==> config.mk <==
export PLATFORM = sky130hd
export DESIGN_NAME = one_shot_timer_bank
export DESIGN_NICKNAME = d
export VERILOG_FILES = /design/src/hdl/otb_pkg.sv /design/src/hdl/otb_count_ram.sv /design/src/hdl/otb_seq.sv /design/src/hdl/one_shot_timer_bank.sv
export SDC_FILE = /design/constraint.sdc
export NUM_CORES = 1
export LEC_CHECK = 0
export BUFFER_PORTS_ARGS = -buffer_cell sky130_fd_sc_hd__buf_2
export CAP_MARGIN = 20
export CORE_ASPECT_RATIO = 1.2
export CORE_MARGIN = 2
export CORE_UTILIZATION = 60
export CTS_BUF_LIST = sky130_fd_sc_hd__clkbuf_8
export CTS_CLUSTER_SIZE = 10
export DETAILED_ROUTE_END_ITERATION = 8
export PLACE_DENSITY = 0.77
export SYNTH_ARGS = -nofsm -noshare
export SYNTH_HDL_FRONTEND = slang
export SYNTH_SLANG_ARGS = --single-unit
==> constraint.sdc <==
create_clock -name clock -period 20.3 [get_ports clock]
set_clock_uncertainty 0.15 [all_clocks]
set_input_delay 4.06 -clock clock [delete_from_list [all_inputs] [get_ports clock]]
set_output_delay 4.06 -clock clock [all_outputs]
set_load 0.005 [all_outputs]
==> src/hdl/otb_pkg.sv <==
// ----------------------------------------------------------------------------
// otb_pkg: shared types and constants of the one-shot timer bank
// Command and result beats, opcodes, result kinds and sequencer states.
// ----------------------------------------------------------------------------
package otb_pkg;

   localparam int DefChannels = 16;
   localparam int ResultCap   = 16;
   localparam int CountWidth  = 31;
   localparam int ChanWidth   = 8;

   typedef enum logic [1:0] {
      OP_TICK  = 2'd0,
      OP_START = 2'd1,
      OP_STOP  = 2'd2,
      OP_QUERY = 2'd3
   } op_type;

   typedef enum logic [2:0] {
      K_ACCEPTED   = 3'd0,
      K_REJECTED   = 3'd1,
      K_EXPIRED    = 3'd2,
      K_REMAINING  = 3'd3,
      K_NOT_ACTIVE = 3'd4,
      K_NO_EXPIRY  = 3'd5
   } kind_type;

   typedef struct packed {
      op_type                opcode;
      logic [ChanWidth-1:0]  channel;
      logic [CountWidth-1:0] length;
   } req_type;

   typedef struct packed {
      kind_type              kind;
      logic [ChanWidth-1:0]  channel_out;
      logic [CountWidth-1:0] remaining;
      logic                  last;
   } rsp_type;

   typedef enum logic [2:0] {
      S_IDLE,
      S_EXEC,
      S_QUERY_RD,
      S_QUERY_RSP,
      S_TICK_RD,
      S_TICK_UPD,
      S_TICK_END
   } state_type;

endpackage

==> src/hdl/otb_count_ram.sv <==
// ----------------------------------------------------------------------------
// otb_count_ram: remaining-count store
// One write port and one read port with registered read data.
// ----------------------------------------------------------------------------
module otb_count_ram
   import otb_pkg::*;
#(
   parameter int DEPTH = DefChannels,
   parameter int AW    = (DEPTH > 1) ? $clog2(DEPTH) : 1
) (
   input  logic                  clock,
   input  logic                  wr_en,
   input  logic [AW-1:0]         wr_addr,
   input  logic [CountWidth-1:0] wr_data,
   input  logic [AW-1:0]         rd_addr,
   output logic [CountWidth-1:0] rd_data
);

   logic [CountWidth-1:0] mem [DEPTH];
   logic [CountWidth-1:0] rd_data_ff;

   always_ff @(posedge clock) begin
      if (wr_en) begin
         mem[wr_addr] <= wr_data;
      end
   end

   always_ff @(posedge clock) begin
      rd_data_ff <= mem[rd_addr];
   end

   assign rd_data = rd_data_ff;

endmodule

==> src/hdl/otb_seq.sv <==
// ----------------------------------------------------------------------------
// otb_seq: command sequencer of the timer bank
// Holds the active flags, walks the channels on a tick through one shared
// decrementer, and builds every result beat.
// ----------------------------------------------------------------------------
module otb_seq
   import otb_pkg::*;
#(
   parameter int CHANNELS = DefChannels,
   parameter int AW       = (CHANNELS > 1) ? $clog2(CHANNELS) : 1
) (
   input  logic                  clock,
   input  logic                  reset,
   input  logic                  start,
   output logic                  busy,
   input  req_type               req_data,
   output logic                  rsp_strobe,
   output rsp_type               rsp_data,
   output logic                  wr_en,
   output logic [AW-1:0]         wr_addr,
   output logic [CountWidth-1:0] wr_data,
   output logic [AW-1:0]         rd_addr,
   input  logic [CountWidth-1:0] rd_data
);

   localparam logic [AW-1:0]        LastIdx  = AW'(CHANNELS - 1);
   localparam logic [ChanWidth-1:0] ChanLim  = ChanWidth'(CHANNELS);
   localparam int                   RptWidth = $clog2(ResultCap + 1);
   localparam logic [RptWidth-1:0]  RptCap   = RptWidth'(ResultCap);

   state_type             state_ff, state_in;
   req_type               cmd_ff, cmd_in;
   logic [CHANNELS-1:0]   flags_ff, flags_in;
   logic [AW-1:0]         idx_ff, idx_in;
   logic [RptWidth-1:0]   rpt_ff, rpt_in;
   logic                  pend_ff, pend_in;
   logic [AW-1:0]         pend_ch_ff, pend_ch_in;
   logic                  rsp_strobe_ff, rsp_strobe_in;
   rsp_type               rsp_ff, rsp_in;

   logic                  cmd_valid;
   logic [AW-1:0]         cmd_idx;
   logic                  hit;
   logic [CountWidth-1:0] dec;

   assign cmd_valid = cmd_ff.channel < ChanLim;
   assign cmd_idx   = cmd_ff.channel[AW-1:0];

   // shared decrementer
   assign dec = rd_data - CountWidth'(1);
   assign hit = flags_ff[idx_ff] && (rd_data != '0);

   always_ff @(posedge clock) begin
      if (reset) begin
         state_ff      <= S_IDLE;
         flags_ff      <= '0;
         idx_ff        <= '0;
         rpt_ff        <= '0;
         pend_ff       <= 1'b0;
         rsp_strobe_ff <= 1'b0;
      end else begin
         state_ff      <= state_in;
         flags_ff      <= flags_in;
         idx_ff        <= idx_in;
         rpt_ff        <= rpt_in;
         pend_ff       <= pend_in;
         rsp_strobe_ff <= rsp_strobe_in;
      end
   end

   always_ff @(posedge clock) begin
      cmd_ff     <= cmd_in;
      pend_ch_ff <= pend_ch_in;
      rsp_ff     <= rsp_in;
   end

   always_comb begin
      state_in      = state_ff;
      cmd_in        = cmd_ff;
      flags_in      = flags_ff;
      idx_in        = idx_ff;
      rpt_in        = rpt_ff;
      pend_in       = pend_ff;
      pend_ch_in    = pend_ch_ff;
      rsp_strobe_in = 1'b0;
      rsp_in        = rsp_ff;
      wr_en         = 1'b0;
      wr_addr       = cmd_idx;
      wr_data       = cmd_ff.length;
      rd_addr       = cmd_idx;

      case (state_ff)
         S_IDLE: begin
            if (start) begin
               cmd_in  = req_data;
               idx_in  = '0;
               rpt_in  = '0;
               pend_in = 1'b0;
               case (req_data.opcode)
                  OP_TICK:  state_in = S_TICK_RD;
                  OP_QUERY: state_in = S_QUERY_RD;
                  default:  state_in = S_EXEC;
               endcase
            end
         end

         S_EXEC: begin
            rsp_strobe_in      = 1'b1;
            rsp_in.channel_out = cmd_ff.channel;
            rsp_in.remaining   = '0;
            rsp_in.last        = 1'b1;
            rsp_in.kind        = K_REJECTED;
            if (cmd_ff.opcode == OP_START) begin
               if (cmd_valid && (cmd_ff.length != '0)) begin
                  wr_en             = 1'b1;
                  flags_in[cmd_idx] = 1'b1;
                  rsp_in.kind       = K_ACCEPTED;
               end
            end else if (cmd_valid) begin
               flags_in[cmd_idx] = 1'b0;
               rsp_in.kind       = K_ACCEPTED;
            end
            state_in = S_IDLE;
         end

         S_QUERY_RD: begin
            state_in = S_QUERY_RSP;
         end

         S_QUERY_RSP: begin
            rsp_strobe_in      = 1'b1;
            rsp_in.channel_out = cmd_ff.channel;
            rsp_in.last        = 1'b1;
            if (cmd_valid && flags_ff[cmd_idx]) begin
               rsp_in.kind      = K_REMAINING;
               rsp_in.remaining = rd_data;
            end else begin
               rsp_in.kind      = K_NOT_ACTIVE;
               rsp_in.remaining = '0;
            end
            state_in = S_IDLE;
         end

         S_TICK_RD: begin
            rd_addr  = idx_ff;
            state_in = S_TICK_UPD;
         end

         S_TICK_UPD: begin
            rd_addr = idx_ff;
            wr_addr = idx_ff;
            wr_data = dec;
            wr_en   = hit;
            if (hit && (dec == '0)) begin
               flags_in[idx_ff] = 1'b0;
               if (rpt_ff < RptCap) begin
                  // release the held expiry: another one follows it
                  if (pend_ff) begin
                     rsp_strobe_in      = 1'b1;
                     rsp_in.kind        = K_EXPIRED;
                     rsp_in.channel_out = ChanWidth'(pend_ch_ff);
                     rsp_in.remaining   = '0;
                     rsp_in.last        = 1'b0;
                  end
                  pend_in    = 1'b1;
                  pend_ch_in = idx_ff;
                  rpt_in     = rpt_ff + RptWidth'(1);
               end
            end
            if (idx_ff == LastIdx) begin
               state_in = S_TICK_END;
            end else begin
               idx_in   = idx_ff + AW'(1);
               state_in = S_TICK_RD;
            end
         end

         S_TICK_END: begin
            rsp_strobe_in    = 1'b1;
            rsp_in.remaining = '0;
            rsp_in.last      = 1'b1;
            if (pend_ff) begin
               rsp_in.kind        = K_EXPIRED;
               rsp_in.channel_out = ChanWidth'(pend_ch_ff);
            end else begin
               rsp_in.kind        = K_NO_EXPIRY;
               rsp_in.channel_out = '0;
            end
            pend_in  = 1'b0;
            state_in = S_IDLE;
         end

         default: begin
            state_in = S_IDLE;
         end
      endcase
   end

   assign busy       = (state_ff != S_IDLE);
   assign rsp_strobe = rsp_strobe_ff;
   assign rsp_data   = rsp_ff;

endmodule

==> src/hdl/one_shot_timer_bank.sv <==
// ----------------------------------------------------------------------------
// one_shot_timer_bank: bank of one-shot countdown timers
// A command is taken when start is high and busy is low. Results come as
// single-cycle beats marked by rsp_strobe and cannot be held off by the
// receiver. A tick walks every channel through one decrementer and the
// count memory's single read port, one channel after another, with expiry
// beats in ascending channel order and the final one flagged by last.
// No clearing pass follows reset.
// ----------------------------------------------------------------------------
module one_shot_timer_bank
   import otb_pkg::*;
#(
   parameter int CHANNELS = DefChannels
) (
   input  logic    clock,
   input  logic    reset,
   input  logic    start,
   output logic    busy,
   input  req_type req_data,
   output logic    rsp_strobe,
   output rsp_type rsp_data
);

   localparam int AW = (CHANNELS > 1) ? $clog2(CHANNELS) : 1;

   logic                  wr_en;
   logic [AW-1:0]         wr_addr;
   logic [CountWidth-1:0] wr_data;
   logic [AW-1:0]         rd_addr;
   logic [CountWidth-1:0] rd_data;

   otb_count_ram #(
      .DEPTH (CHANNELS),
      .AW    (AW)
   ) u_ram (
      .clock   (clock),
      .wr_en   (wr_en),
      .wr_addr (wr_addr),
      .wr_data (wr_data),
      .rd_addr (rd_addr),
      .rd_data (rd_data)
   );

   otb_seq #(
      .CHANNELS (CHANNELS),
      .AW       (AW)
   ) u_seq (
      .clock      (clock),
      .reset      (reset),
      .start      (start),
      .busy       (busy),
      .req_data   (req_data),
      .rsp_strobe (rsp_strobe),
      .rsp_data   (rsp_data),
      .wr_en      (wr_en),
      .wr_addr    (wr_addr),
      .wr_data    (wr_data),
      .rd_addr    (rd_addr),
      .rd_data    (rd_data)
   );

endmodule
==> results_dict.tcl <==
set metrics [dict create \
    status "finished, final reports clean" \
    crit_required_ns 16.09 \
    io_pins 89 \
    crit_family "flip-flops" \
    rsz0062_at_grt "no" \
    die_h_um 231.9 \
    firstDrtPassIters 7 \
    yosys.area_share.simple_pct 7.350 \
    postSynthAreaPerCell_um2 16.72 \
    yosys.area.top_type_share_pct 67.50 \
    grt_pass1_wl_um 92980 \
    cts_tree "done" \
    hold_path.class "reg -> reg" \
    clk_pin_slew_ns 0.06 \
    endpoint "busy" \
    die_x_um 194.0 \
    cts_setup_buffers 0 \
    antenna_found_initial 4 \
    rr_endpoint "u_ram.rd_data[8]" \
    setup_violations 0 \
    path_max_fanout 18 \
    drt-initial-drc-count 1698 \
    fin_crit_sh_pct 29.16 \
    syn_area_um2 25980 \
    ant_nets 0 \
    grt_max_degree 125 \
    clkSinkCount 645 \
    setup-tns-final_ns 0 \
    initial_core_util_pct 60.72 \
    critPathSlowestCell "dfxtp_1" \
    ir_drop_uv 59.03 \
    path_cells "or3_1 -> buf_2" \
    via_count 15058 \
    crit_path_max_incr_delay_ns 0.48 \
    yosys.area_share.adder_pct 0.4816 \
    crit_path_start_kind "flip-flop" \
    synthMuxAreaShare_pct 11.96 \
    postSynth.topFlopCell "edfxtp_1" \
    synth_area_leaders "edfxtp_1, mux4_2, dfxtp_1" \
    reg2reg_from "u_seq.state_ff[1]" \
    drc 0 \
    drive_gt1_share_pct 24.64 \
    clockBufferDepth 3 \
    hold_path.startpoint "u_seq.rpt_ff[3]" \
    cts_hold_buffers 0 \
    vias_per_cell 6.435 \
    grt_pass1_vias 15110 \
    synth-compound-area-share_pct 5.259 \
    p_leak_nw 9.666 \
    port-buffer-count 88 \
    nNetsFinal 1762 \
    final.fill_count 2704 \
    root_buffer "clkbuf_8" \
    startpoint "u_seq.state_ff[2]" \
    yosys.area_share.xor_xnor_pct 0.9440 \
    rows 83 \
    powerDensity_nw_per_um2 93.23 \
    synth.largest_area_cell "edfxtp_1" \
    synth_top_family_by_area "multiplexers" \
    cp_num_buf_inv 1 \
    critPathKind "reg -> out" \
    arrival_ns 1.71 \
    syn_inst 1554 \
    tightest_slew_ns 1.175 \
    gp_congestion 0.9118 \
    end_kind "primary output" \
    wl_per_cell_um 26.69 \
    placed_area_um2 27390 \
    synth.most_common_cell "edfxtp_1" \
    dp_hpwl_um 38720 \
    routed_wl_um 62450 \
    ys_warn_count 0 \
    ys_seq_elements 645 \
    regToRegSetupSlack_ns 14.84 \
    reg2reg_depth 10 \
    finalHoldViolCount 0 \
    gr-total-overflow 0 \
    synthArstFlopShare_pct 0 \
    groute.usage.overall_pct 28.20 \
    final_area_um2 29290 \
    cts_resized 0 \
    area_delta_synth_final_pct 12.76 \
    critical_path_cell_count 2 \
    synth-seq-area-share_pct 72.21 \
    relSlewSlack_pct 20.94 \
    ys_top_cells_by_count "edfxtp_1, mux4_2, nand2_1, nor2_1, clkbuf_1" \
    syn_nets 1608 \
    fmax_ghz 0.1689 \
    yosysUniqueCellTypes 52 \
    dieArea_um2 44980 \
    cap_violations 0 \
    synth_edf_count 584 \
    cts.htree.levels 3 \
    numCtsBuffers 92 \
    maxSlewViolCount 0 \
    placeableCoreArea_um2 42790 \
    fin_crit_ns 5.920 \
    clock_latency_ns 0.70 \
]
[how the worst min path moves through the flow]
stage,endpoint,depth (start not counted)
after detailed placement,u_seq.rpt_ff[3],2
after global placement,u_seq.rpt_ff[3],2
final,u_seq.rpt_ff[3],2
after floorplan,u_seq.pend_ch_ff[2],0
after CTS,u_seq.rpt_ff[3],2
after global routing,flip-flop,2
[metrics by stage]
stage	worst slack [ns]	total power, mW	util, %	std cells	hold WS (ns)
floorplan	10.16	1.681	-	1554	0.2564
global placement	14.45	1.763	63.67	2144	0.3092
detailed placement	14.38	1.770	64.01	2152	0.3163
CTS	14.35	2.743	68.18	2324	0.3259
global route	14.32	2.822	68.46	2340	0.3701
finish	14.38	2.731	68.46	2340	0.3253
[cells by family (layout without fill, tap and decap cells)]
kind of cell,count (synthesis),in the layout
other,0,2
XOR/XNOR,28,28
multiplexers,144,144
adder cells (fa/ha/maj),10,10
buffers and inverters,119,351
AND/OR/NAND/NOR,380,380
flip-flops,645,645
AO/OA/AOI/OAI,228,228
[routing by layer]
layer	wire length [um]	track usage, %
met5	34	0
met4	3195	15.29
met3	5443	4.996
met2	30550	45.36
met1	23230	37.30
[flip-flops by register name (all words and copies together) (netlist names), named ones only]
| name | flops |
|---|---|
| u_seq.state_ff | 3 |
| u_seq.idx_ff | 4 |
| u_seq.rpt_ff | 5 |
| u_seq.cmd_ff | 41 |
| u_seq.rsp_strobe | 1 |
| u_seq.pend_ff | 1 |
| u_ram.mem | 496 |
| u_seq.rsp_data | 43 |
| u_ram.rd_data | 31 |
| u_seq.pend_ch_ff | 4 |
[power breakdown]
group / switching (mW) / total, mW / internal (mW)
Combinational: 0.135 / 0.225 / 0.0902
Clock: 0.482 / 0.982 / 0.500
Sequential: 0.0392 / 1.52 / 1.49
Total: 0.656 / 2.73 / 2.07
[worst reg2reg max path: cells and delay by family, from the launching register on]
kind                   cells  cell delay, ns
flip-flops                 1            0.67
AND/OR/NAND/NOR            3            0.93
buffers and inverters      3            2.33
AO/OA/AOI/OAI              3            0.56
multiplexers               1            0.64
[placed cells by master (no fill, tap or decap), types with 10 or more instances in the layout]
master    netlist  layout
nand2_1       119     119
clkinv_1        0      22
o21ai_0        56      52
nor2_4          1      18
a211oi_1       32      32
edfxtp_1      584     584
or3_1          11      11
and2_1         68      68
buf_2           4      88
nor2_1         74      57
nor4_1         23      23
a21oi_1        52      50
dfxtp_1        61      61
inv_1          30      60
ha_1           10      10
nand4_1        10      10
xnor2_1        22      22
mux4_2        133     133
a31oi_1        53      53
clkbuf_8        0     103
nor3_1         20      20
buf_4           0      53
o22ai_1        17      17
[final cells by class]
cell class | count | area (um^2) | area share, %
Antenna cell | 2 | 5.005 | 0.01709
Clock buffer | 101 | 1390 | 4.745
Clock inverter | 71 | 392.9 | 1.341
Inverter | 30 | 112.6 | 0.3844
Multi-Input combinational cell | 790 | 6935 | 23.68
Sequential cell | 645 | 18760 | 64.04
Tap cell | 552 | 690.7 | 2.358
Timing Repair Buffer | 149 | 1008 | 3.443
(Power assumes the default switching activity.)
